[src/sv/lhp_pkg.sv]
// ----------------------------------------------------------------------------
// lhp_pkg
// Shared types, bin bounds and bin helpers for the latency histogram block.
// ----------------------------------------------------------------------------
package lhp_pkg;

	localparam int MAX_BINS  = 16;
	localparam int BIN_IDX_W = 4;
	localparam int DATA_W    = 32;
	localparam int PCT_NUM   = 95;
	localparam int PCT_DEN   = 100;
	localparam int TGT_W     = DATA_W + 7;
	localparam int ACC_W     = DATA_W + BIN_IDX_W + 7;

	localparam logic [DATA_W-1:0] ALL_ONES = '1;

	localparam logic [DATA_W-1:0] FINITE_BOUNDS [MAX_BINS-1] = '{
		32'd10, 32'd20, 32'd40, 32'd80, 32'd160, 32'd320, 32'd640, 32'd1000,
		32'd2000, 32'd5000, 32'd10000, 32'd20000, 32'd50000, 32'd100000,
		32'd200000
	};

	typedef struct packed {
		logic take;
		logic inc;
		logic scan;
		logic load;
	} cmd_t;

	typedef struct packed {
		logic hit;
		logic last;
	} sts_t;

	function automatic logic [DATA_W-1:0] bin_bound(logic [BIN_IDX_W-1:0] idx, int num_bins);
		logic [DATA_W-1:0] r;
		r = ALL_ONES;
		if ((int'(idx) < num_bins - 1) && (int'(idx) < MAX_BINS - 1))
			r = FINITE_BOUNDS[idx];
		return r;
	endfunction

	function automatic logic [BIN_IDX_W-1:0] bin_of(logic [DATA_W-1:0] v, int num_bins);
		logic [BIN_IDX_W-1:0] r;
		r = BIN_IDX_W'(num_bins - 1);
		for (int i = MAX_BINS - 1; i >= 0; i--) begin
			if ((i < num_bins) && (v <= bin_bound(BIN_IDX_W'(i), num_bins)))
				r = BIN_IDX_W'(i);
		end
		return r;
	endfunction

endpackage

[src/sv/lhp_sample_if.sv]
// ----------------------------------------------------------------------------
// lhp_sample_if
// Input channel: a latency sample or a clear command, valid/ready.
// ----------------------------------------------------------------------------
interface lhp_sample_if;
	logic        valid;
	logic        ready;
	logic        kind;
	logic [31:0] delay_us;

	modport source(output valid, output kind, output delay_us, input ready);
	modport sink(input valid, input kind, input delay_us, output ready);
endinterface

[src/sv/lhp_stats_if.sv]
// ----------------------------------------------------------------------------
// lhp_stats_if
// Output channel: count, minimum, maximum and 95th percentile, valid/ready.
// ----------------------------------------------------------------------------
interface lhp_stats_if;
	logic        valid;
	logic        ready;
	logic [31:0] sample_count;
	logic [31:0] min_us;
	logic [31:0] max_us;
	logic [31:0] p95_us;

	modport source(output valid, output sample_count, output min_us, output max_us,
		output p95_us, input ready);
	modport sink(input valid, input sample_count, input min_us, input max_us,
		input p95_us, output ready);
endinterface

[src/sv/lhp_ctrl.sv]
// ----------------------------------------------------------------------------
// lhp_ctrl
// Sequencer: accept a word; for a sample, bump its bin and scan the bins; hand off the result.
// ----------------------------------------------------------------------------
module lhp_ctrl import lhp_pkg::*; (
	input  logic clk,
	input  logic arst_n,
	input  logic in_valid,
	input  logic in_kind,
	output logic in_ready,
	output logic out_valid,
	input  logic out_ready,
	input  sts_t sts,
	output cmd_t cmd
);

	typedef enum logic [1:0] {ST_IDLE, ST_INC, ST_SCAN, ST_OUT} state_t;

	state_t state_q;
	logic   in_ready_q;
	logic   out_valid_q;
	logic   out_free;

	assign out_free  = !out_valid_q || out_ready;
	assign in_ready  = in_ready_q;
	assign out_valid = out_valid_q;

	assign cmd.take = in_valid && in_ready_q;
	assign cmd.inc  = (state_q == ST_INC);
	assign cmd.scan = (state_q == ST_SCAN);
	assign cmd.load = (state_q == ST_OUT) && out_free;

	always_ff @(posedge clk or negedge arst_n) begin
		if (!arst_n) begin
			state_q     <= ST_IDLE;
			in_ready_q  <= 1'b1;
			out_valid_q <= 1'b0;
		end else begin
			if (cmd.load)
				out_valid_q <= 1'b1;
			else if (out_ready)
				out_valid_q <= 1'b0;
			case (state_q)
				ST_IDLE: begin
					if (in_valid && in_ready_q) begin
						in_ready_q <= 1'b0;
						state_q    <= in_kind ? ST_OUT : ST_INC;
					end
				end
				ST_INC: state_q <= ST_SCAN;
				ST_SCAN: begin
					if (sts.hit || sts.last)
						state_q <= ST_OUT;
				end
				ST_OUT: begin
					if (out_free) begin
						in_ready_q  <= 1'b1;
						state_q     <= ST_IDLE;
					end
				end
				default: state_q <= ST_IDLE;
			endcase
		end
	end

endmodule

[src/sv/lhp_dp.sv]
// ----------------------------------------------------------------------------
// lhp_dp
// Datapath: running min/max/count, bin counters, cumulative percentile scan
// and the result register.
// ----------------------------------------------------------------------------
module lhp_dp import lhp_pkg::*; #(
	parameter int NUM_BINS = 12
) (
	input  logic              clk,
	input  logic              arst_n,
	input  cmd_t              cmd,
	output sts_t              sts,
	input  logic              kind,
	input  logic [DATA_W-1:0] delay_us,
	output logic [DATA_W-1:0] sample_count,
	output logic [DATA_W-1:0] min_us,
	output logic [DATA_W-1:0] max_us,
	output logic [DATA_W-1:0] p95_us
);

	localparam int IDX_W = (NUM_BINS > 1) ? $clog2(NUM_BINS) : 1;

	logic [DATA_W-1:0] bins_q [NUM_BINS];
	logic [DATA_W-1:0] count_q;
	logic [DATA_W-1:0] min_q;
	logic [DATA_W-1:0] max_q;
	logic [IDX_W-1:0]  idx_q;
	logic [TGT_W-1:0]  target_q;
	logic [ACC_W-1:0]  acc_q;
	logic [DATA_W-1:0] p95_q;
	logic [DATA_W-1:0] res_count_q;
	logic [DATA_W-1:0] res_min_q;
	logic [DATA_W-1:0] res_max_q;
	logic [DATA_W-1:0] res_p95_q;

	logic [DATA_W-1:0]    bin_rd;
	logic [ACC_W-1:0]     acc_n;
	logic [BIN_IDX_W-1:0] idx_ext;
	logic [BIN_IDX_W-1:0] lat_bin;

	assign bin_rd  = bins_q[idx_q];
	assign acc_n   = acc_q + ACC_W'(bin_rd) * ACC_W'(PCT_DEN);
	assign idx_ext = BIN_IDX_W'(idx_q);
	assign lat_bin = bin_of(delay_us, NUM_BINS);

	assign sts.hit  = (acc_n >= ACC_W'(target_q));
	assign sts.last = (idx_q == IDX_W'(NUM_BINS - 1));

	always_ff @(posedge clk or negedge arst_n) begin
		if (!arst_n) begin
			for (int i = 0; i < NUM_BINS; i++)
				bins_q[i] <= '0;
			count_q <= '0;
			min_q   <= ALL_ONES;
			max_q   <= '0;
		end else if (cmd.take) begin
			if (kind) begin
				for (int i = 0; i < NUM_BINS; i++)
					bins_q[i] <= '0;
				count_q <= '0;
				min_q   <= ALL_ONES;
				max_q   <= '0;
			end else begin
				count_q <= count_q + DATA_W'(1);
				if (delay_us < min_q)
					min_q <= delay_us;
				if (delay_us > max_q)
					max_q <= delay_us;
			end
		end else if (cmd.inc) begin
			bins_q[idx_q] <= bin_rd + DATA_W'(1);
		end
	end

	always_ff @(posedge clk) begin
		if (cmd.take)
			idx_q <= IDX_W'(lat_bin);
		if (cmd.inc) begin
			target_q <= TGT_W'(count_q) * TGT_W'(PCT_NUM);
			acc_q    <= '0;
			idx_q    <= '0;
		end
		if (cmd.scan) begin
			acc_q <= acc_n;
			if (sts.hit)
				p95_q <= bin_bound(idx_ext, NUM_BINS);
			else if (sts.last)
				p95_q <= max_q;
			else
				idx_q <= idx_q + IDX_W'(1);
		end
		if (cmd.load) begin
			res_count_q <= count_q;
			res_min_q   <= (count_q != '0) ? min_q : '0;
			res_max_q   <= max_q;
			res_p95_q   <= (count_q != '0) ? p95_q : '0;
		end
	end

	assign sample_count = res_count_q;
	assign min_us       = res_min_q;
	assign max_us       = res_max_q;
	assign p95_us       = res_p95_q;

endmodule

[src/sv/latency_histogram_p95_top.sv]
// ----------------------------------------------------------------------------
// latency_histogram_p95_top
// Log-binned latency histogram with running min/max/count and 95th percentile.
// ----------------------------------------------------------------------------
//  channel   dir  fields                                  handshake
//  samples   in   kind, delay_us                          valid/ready
//  stats     out  sample_count, min_us, max_us, p95_us    valid/ready
//
//  A sample word steps through accept, increment, a cumulative scan of
//  1..NUM_BINS bins and output; a clear word goes straight from accept to output.
//  The scan reads one bin counter per cycle.
//  One word is in flight at a time; the next is taken while a result waits.
//  A stalled result holds the block in its output state until taken.
//  Reset empties the histogram at once; the block is ready right after.
// ----------------------------------------------------------------------------
module latency_histogram_p95_top import lhp_pkg::*; #(
	parameter int NUM_BINS = 12
) (
	input  logic         clk,
	input  logic         arst_n,
	lhp_sample_if.sink   samples,
	lhp_stats_if.source  stats
);

	cmd_t cmd;
	sts_t sts;

	lhp_ctrl u_ctrl (
		.clk       (clk),
		.arst_n    (arst_n),
		.in_valid  (samples.valid),
		.in_kind   (samples.kind),
		.in_ready  (samples.ready),
		.out_valid (stats.valid),
		.out_ready (stats.ready),
		.sts       (sts),
		.cmd       (cmd)
	);

	lhp_dp #(
		.NUM_BINS (NUM_BINS)
	) u_dp (
		.clk          (clk),
		.arst_n       (arst_n),
		.cmd          (cmd),
		.sts          (sts),
		.kind         (samples.kind),
		.delay_us     (samples.delay_us),
		.sample_count (stats.sample_count),
		.min_us       (stats.min_us),
		.max_us       (stats.max_us),
		.p95_us       (stats.p95_us)
	);

	a_one_in_flight: assert property (@(posedge clk) disable iff (!arst_n)
		(samples.valid && samples.ready) |=> !samples.ready)
		else $error("second word accepted while one is in flight");

	a_min_le_max: assert property (@(posedge clk) disable iff (!arst_n)
		(stats.valid && stats.sample_count != 32'd0) |-> (stats.min_us <= stats.max_us))
		else $error("reported minimum above maximum");

	a_min_le_p95: assert property (@(posedge clk) disable iff (!arst_n)
		(stats.valid && stats.sample_count != 32'd0) |-> (stats.min_us <= stats.p95_us))
		else $error("percentile bound below minimum");

	a_cmd_exclusive: assert property (@(posedge clk) disable iff (!arst_n)
		$onehot0({cmd.take, cmd.inc, cmd.scan, cmd.load}))
		else $error("overlapping datapath commands");

endmodule

[src/flat_wrapper.sv]
// flat-port wrapper written by rule: the top's interface ports become plain ports
module latency_histogram_p95_top_flat import lhp_pkg::*;
#(
	parameter int NUM_BINS = 12
)
  (clk, arst_n, samples_valid, samples_kind, samples_delay_us, samples_ready, stats_valid, stats_sample_count, stats_min_us, stats_max_us, stats_p95_us, stats_ready);
  lhp_sample_if samples_i ();
  lhp_stats_if stats_i ();
  input  logic clk;
  input  logic arst_n;
  input wire logic [$bits(samples_i.valid)-1:0] samples_valid;
  input wire logic [$bits(samples_i.kind)-1:0] samples_kind;
  input wire logic [$bits(samples_i.delay_us)-1:0] samples_delay_us;
  output wire logic [$bits(samples_i.ready)-1:0] samples_ready;
  output wire logic [$bits(stats_i.valid)-1:0] stats_valid;
  output wire logic [$bits(stats_i.sample_count)-1:0] stats_sample_count;
  output wire logic [$bits(stats_i.min_us)-1:0] stats_min_us;
  output wire logic [$bits(stats_i.max_us)-1:0] stats_max_us;
  output wire logic [$bits(stats_i.p95_us)-1:0] stats_p95_us;
  input wire logic [$bits(stats_i.ready)-1:0] stats_ready;
  assign samples_i.valid = samples_valid;
  assign samples_i.kind = samples_kind;
  assign samples_i.delay_us = samples_delay_us;
  assign samples_ready = samples_i.ready;
  assign stats_valid = stats_i.valid;
  assign stats_sample_count = stats_i.sample_count;
  assign stats_min_us = stats_i.min_us;
  assign stats_max_us = stats_i.max_us;
  assign stats_p95_us = stats_i.p95_us;
  assign stats_i.ready = stats_ready;
  latency_histogram_p95_top #(.NUM_BINS(NUM_BINS)) u_core (.clk(clk), .arst_n(arst_n), .samples(samples_i), .stats(stats_i));
endmodule
[config.mk]
export PLATFORM = sky130hd
export DESIGN_NAME = latency_histogram_p95_top_flat
export DESIGN_NICKNAME = d
export VERILOG_FILES = /design/src/sv/lhp_pkg.sv /design/src/sv/lhp_sample_if.sv /design/src/sv/lhp_stats_if.sv /design/src/sv/lhp_ctrl.sv /design/src/sv/lhp_dp.sv /design/src/sv/latency_histogram_p95_top.sv /design/src/flat_wrapper.sv
export SDC_FILE = /design/constraint.sdc
export NUM_CORES = 2
export LEC_CHECK = 0
export BUFFER_PORTS_ARGS = -buffer_cell sky130_fd_sc_hd__buf_2
export CORE_UTILIZATION = 31
export CTS_BUF_LIST = sky130_fd_sc_hd__clkbuf_8
export DETAILED_ROUTE_END_ITERATION = 7
export REMOVE_ABC_BUFFERS = 1
export SYNTH_ARGS = -nofsm -noshare
export SYNTH_HDL_FRONTEND = slang
export SYNTH_SLANG_ARGS = --single-unit
[constraint.sdc]
create_clock -name clk -period 32.1 [get_ports clk]
set_clock_uncertainty 0.15 [all_clocks]
set_input_delay 9.63 -clock clk [delete_from_list [all_inputs] [get_ports clk]]
set_output_delay 9.63 -clock clk [all_outputs]
set_load 0.005 [all_outputs]
# After elaboration in Yosys (flattened, before gate mapping)
# Memory sizes are Yosys's and may differ from the RTL's.
# Index checks and enable logic that the tools add are counted.
# word_totals
register_bits,730
rom_bits,512
in_bits,37
out_inout_bits,130
wordCells,129
n_memories,1
# classes
n_addsub,4
mul,2
n_lt_le_gt_ge,18
n_eq_ne,8
n_mux,47
bitwise,1
reduce_logical,22
# memory_table
memory,words,word_bits,read_ports,rd_ports_with_merged_regs,write_ports,line,source
(no name shown),16,32,1,0,0,lhp_pkg.sv:39,r = FINITE_BOUNDS[idx];
# op_table
op,count
384-bit 2-to-1 mux,3
32-bit 2-to-1 mux,13
384-bit bitwise mux,1
32-bit binary-select mux with 4-bit select,1
32-bit demux with 4-bit select,1
43-bit 2-to-1 mux,2
32-bit by 1-bit adder with 32-bit output (second input constant),2
32-bit by 10-bit <= comparator with 1-bit output (second input constant),2
4-bit 2-to-1 mux,13
43-bit by 39-bit adder with 43-bit output,1
43-bit by 39-bit greater-or-equal comparator with 1-bit output,1
32-bit by 7-bit multiplier with 39-bit output (second input constant),1
32-bit by 5-bit multiplier with 37-bit output (second input constant),1
32-bit > comparator,1
32-bit by 11-bit <= comparator with 1-bit output (second input constant),1
32-bit by 13-bit <= comparator with 1-bit output (second input constant),1
32-bit by 14-bit <= comparator with 1-bit output (second input constant),1
32-bit by 4-bit <= comparator with 1-bit output (second input constant),1
32-bit by 5-bit <= comparator with 1-bit output (second input constant),1
32-bit by 6-bit <= comparator with 1-bit output (second input constant),1
32-bit by 7-bit <= comparator with 1-bit output (second input constant),1
32-bit by 8-bit <= comparator with 1-bit output (second input constant),1
32-bit by 9-bit <= comparator with 1-bit output (second input constant),1
32-bit less-than comparator,1
22 further kinds,49

# Longest topological paths before layout
# depth
depth_word,17
depth_mapped,46
depth_no_buf,41

# Modules after synthesis
# From an unflattened synthesis, not the netlist that was laid out.
# unflattened
cells_unflattened,4187
hier_area_um2,44412.6
# by_module_without_submodules
module,n_inst,cells_per_inst,area_per_inst_um2,seq_area_each_um2
lhp_dp,1,4160,44127.3,19338.5
lhp_ctrl,1,27,285.3,101.3

# Worst setup path before layout
# No wires, ideal clock.
# synth_timing
path_kind,input to register
start,in stats_ready
end,"reg u_core.u_dp.res_max_q[0] (netlist: u_core.u_dp.max_us[0]), enable pin"
setup_ps,503
t_arrival_ps,12715
required_time_ps,31447
setup_slack_ps,18732
stages,2
path_buffers,0
cell_sequence,nand2b_1 and2_1
# synth_lines
item,line,source
from (decl),flat_wrapper.sv:20,input wire logic [$bits(stats_i.ready)-1:0] stats_ready;
to (signal assigned),lhp_dp.sv:95,res_max_q <= max_q;
to (decl),lhp_dp.sv:33,logic [DATA_W-1:0] res_max_q;

# Final worst setup path
# layout_timing
start,in samples_delay_us[1]
end,reg u_core.u_dp.max_q[27]
# layout_via
elab_chain_cells,3
# layout_lines
item,line,source
from (decl),flat_wrapper.sv:13,input wire logic [$bits(samples_i.delay_us)-1:0] samples_delay_us;
32-bit > comparator,lhp_dp.sv:67,if (delay_us > max_q)
2-bit nonzero test (no source line),n/a,
2-bit AND reduction (no source line),n/a,
to (signal assigned),lhp_dp.sv:68,max_q <= delay_us;
to (decl),lhp_dp.sv:26,logic [DATA_W-1:0] max_q;
# No other way between the ends.
# A chain may end at the register's enable or synchronous reset.

==> impl_metrics.env <==
export IMPL_arrival_ns=13.26
export IMPL_cts_sinks=728
export IMPL_synth_xor_area_share_pct=3.18
export IMPL_io_buffers=166
export IMPL_max_vdd_ir_drop_mv=0.0291
export IMPL_tightest_slew_ns=1.49
export IMPL_dp_hpwl_um=70100
export IMPL_cp_startpoint="samples_delay_us[1]"
export IMPL_rows=137
export IMPL_syn_to_final_growth_pct=11.7
export IMPL_die_x_um=379
export IMPL_die_area_sq_mm=0.144
export IMPL_synthCells=4088
export IMPL_path_max_fanout=20
export IMPL_dpl_cell_count=5931
export IMPL_drt_pass1_iter_count=7
export IMPL_htreeDepth=3
export IMPL_fin_area_sq_mm=0.0492
export IMPL_min_from="u_core.u_dp.bins_q[131]$_DFFE_PN0P_"
export IMPL_ant_nets=0
export IMPL_io_pins=167
export IMPL_via_count=31100
export IMPL_synth_top_family_by_area="adder cells"
export IMPL_layout_nets=4738
export IMPL_place_congestion=0.854
export IMPL_required_ns=32.68
export IMPL_postSynthAreaPerCell_sq_um=10.8
export IMPL_yosysSeqAreaShare_pct=44.1
export IMPL_leakage_nw=21.9
export IMPL_viasPerCell=5.04
export IMPL_status="finished clean"
export IMPL_synthMuxAreaShare_pct=5.89
export IMPL_synthAdderAreaFrac_pct=17.3
export IMPL_drc=0
export IMPL_cts_buffers=121
export IMPL_clockBufferDepth=3
export IMPL_cts_setup_buffers=0
export IMPL_timing_final_hold_violations=0
export IMPL_max_freq_mhz=78.8
export IMPL_hold_buffers=0
export IMPL_yosysWarnings=0
export IMPL_initial_core_util_pct=31.4
export IMPL_grt_first_pass_wirelength_um=172000
export IMPL_synth_area_sq_mm=0.0441
export IMPL_finalSetupTns_ns=0
export IMPL_timing_final_crit_period_ns=12.68
export IMPL_yosysTopAreaCell="dfrtp_1"
export IMPL_synth_edf_count=240
export IMPL_totalPowerFinal_w=0.00182
export IMPL_synth_ff_type="dfrtp_1"
export IMPL_place_area_sq_mm=0.0467
export IMPL_grt_pass1_vias=31600
export IMPL_antenna_found_initial=5
export IMPL_die_y_um=379
export IMPL_synth_cell_types=82
export IMPL_max_cap_violations=0
export IMPL_wl_per_cell_um=17.2
export IMPL_grt_usage_pct=14.9
export IMPL_cts_root_buf="clkbuf_8"
export IMPL_cts_tree="yes"
export IMPL_synth_compound_area_share_pct=13.5
export IMPL_synth_seq_cells=728
export IMPL_crit_type="primary input to flop"
export IMPL_synthTopCellsByCount="451 x dfrtp_1, 451 x o21ai_0, 426 x nand3_1"
export IMPL_grt_max_degree=256
export IMPL_fin_crit_sh_pct=39.5
export IMPL_synthSimpleGateAreaFrac_pct=10.3
export IMPL_post_cts_resized=0
export IMPL_synthTopCellsByArea="dfrtp_1 26%, edfxtp_1 16%, ha_1 11%"
export IMPL_ys_async_sr_fraction_pct=66.5
export IMPL_worstReg2RegStart="u_core.u_dp.idx_ext[0]$_DFF_P_"
export IMPL_rsz0062_at_grt="false"
export IMPL_clock_latency_ns=0.81
export IMPL_netlist_area_leader_share_pct=25.6
export IMPL_setup_viol=0
export IMPL_powerDensity_mw_per_mm2=37.0
export IMPL_slew_viol_final=0
export IMPL_relSlewSlack_pct=0.886
export IMPL_drive_gt1_share_pct=13.2
export IMPL_start_kind="primary input"
export IMPL_core_sq_mm=0.140
export IMPL_drt_iter0_markers=2160
export IMPL_nFillCells=14100
export IMPL_wirelength_um=106000
export IMPL_worst_setup_path_end_kind="flop"
export IMPL_hold_path_class="flop to flop"
export IMPL_seq_area_sq_mm=0.0194
export IMPL_path_clk_slew_ns=0.06
export IMPL_layout_cells_non_filler=6156
export IMPL_overflow=0
export IMPL_multi_input_area_sq_mm=0.0222
final cells by class:
type / instances / share of cell area (%)
inverter: 421 / 3.21
timing repair buffer: 206 / 2.34
sequential: 728 / 39.5
multi-input combinational: 2700 / 45.1
clock buffer: 140 / 3.92
antenna: 2 / 0.0102
tap: 1876 / 4.77
clock inverter: 83 / 1.08
registers in the layout (all words and copies together), names as in the netlist:
name,flops
u_core.u_dp.bins_q,384
u_core.u_dp.acc_q,41
u_core.u_dp.target_q,39
u_core.u_dp.count_q,32
u_core.u_dp.max_q,32
u_core.u_dp.max_us,32
u_core.u_dp.min_q,32
u_core.u_dp.min_us,32
u_core.u_dp.p95_q,32
u_core.u_dp.p95_us,32
u_core.u_dp.sample_count,32
u_core.u_dp.idx_ext,4
u_core.u_ctrl.state_q,2
u_core.u_ctrl.in_ready,1
u_core.u_ctrl.out_valid,1
cell families after synthesis:
| kind of cell | Yosys count |
|---|---|
| muxes | 138 |
| AOI/OAI and AO/OA | 966 |
| xor gates and xnor gates | 160 |
| buffers and inverters | 660 |
| and+or+nand+nor | 913 |
| adders and majority gates | 523 |
| DFF | 728 |
routing by layer:
layer / vias up / share of wire (%) / GRT usage (%)
met1: 15500 / 46 / 20.1
li1: 14700 / - / -
met2: 665 / 48 / 24.8
met5: - / 0 / 0
met4: 0 / 1.8 / 4.13
met3: 125 / 4.6 / 2.01
worst max-delay path, stage by stage:
cell and delay [ns]:
buf_2 0.15, ha_1 0.31, nor2b_1 0.14, o21a_1 0.16
o21a_1 0.16, o21a_1 0.16, o21a_1 0.16, o2111ai_1 0.18
and3_1 0.19, o22a_1 0.68, inv_1 0.09, o21ai_1 0.98
a22o_1 0.25
layout by cell type (no fill, tap or decap), drive strengths merged, types with 49 or more instances in the layout:
| cell type | count |
|---|---|
| a21o | 113 |
| a21oi | 140 |
| and2 | 50 |
| buf | 206 |
| clkbuf | 140 |
| dfrtp | 451 |
| edfxtp | 240 |
| fa | 146 |
| ha | 377 |
| inv | 465 |
| mux4 | 96 |
| nand2 | 114 |
| nand3 | 426 |
| nor2 | 144 |
| nor2b | 49 |
| o21ai | 455 |
| xnor2 | 126 |
worst paths after layout:
| path | slack, ns | depth (start not counted) | endpoint |
|---|---|---|---|
| min | 0.34 | 2 | u_core.u_dp.bins_q[131]$_DFFE_PN0P_ |
| max in group asynchronous | 20.11 | 4 | u_core.u_dp.bins_q[329]$_DFFE_PN0P_ |
| min in group asynchronous | 8.69 | 1 | u_core.u_dp.count_q[28]$_DFFE_PN0P_ |
| max reg2reg | 19.76 | 42 | u_core.u_dp.p95_q[20]$_DFFE_PP_ |
| max | 19.42 | 13 | u_core.u_dp.max_q[27]$_DFFE_PN0P_ |
| min reg2reg | 0.34 | 2 | u_core.u_dp.bins_q[131]$_DFFE_PN0P_ |
through the flow:
stage	setup slack (ns)	hold slack, ns	utilization [%]
after floorplan	12.90	0.297	-
after global placement	18.60	0.326	33.3
after detailed placement	18.63	0.334	33.3
after CTS	19.51	0.348	35.1
after global routing	18.74	0.370	35.1
final	19.42	0.343	35.1
report_power, final:
part / total, W / internal, W / switching, W
Clock: 0.000834 / 0.000439 / 0.000395
Combinational: 0.0000344 / 0.00000895 / 0.0000254
Sequential: 0.000955 / 0.000955 / 0.00000000000000000000456
Power figures use the tool's default switching activity.
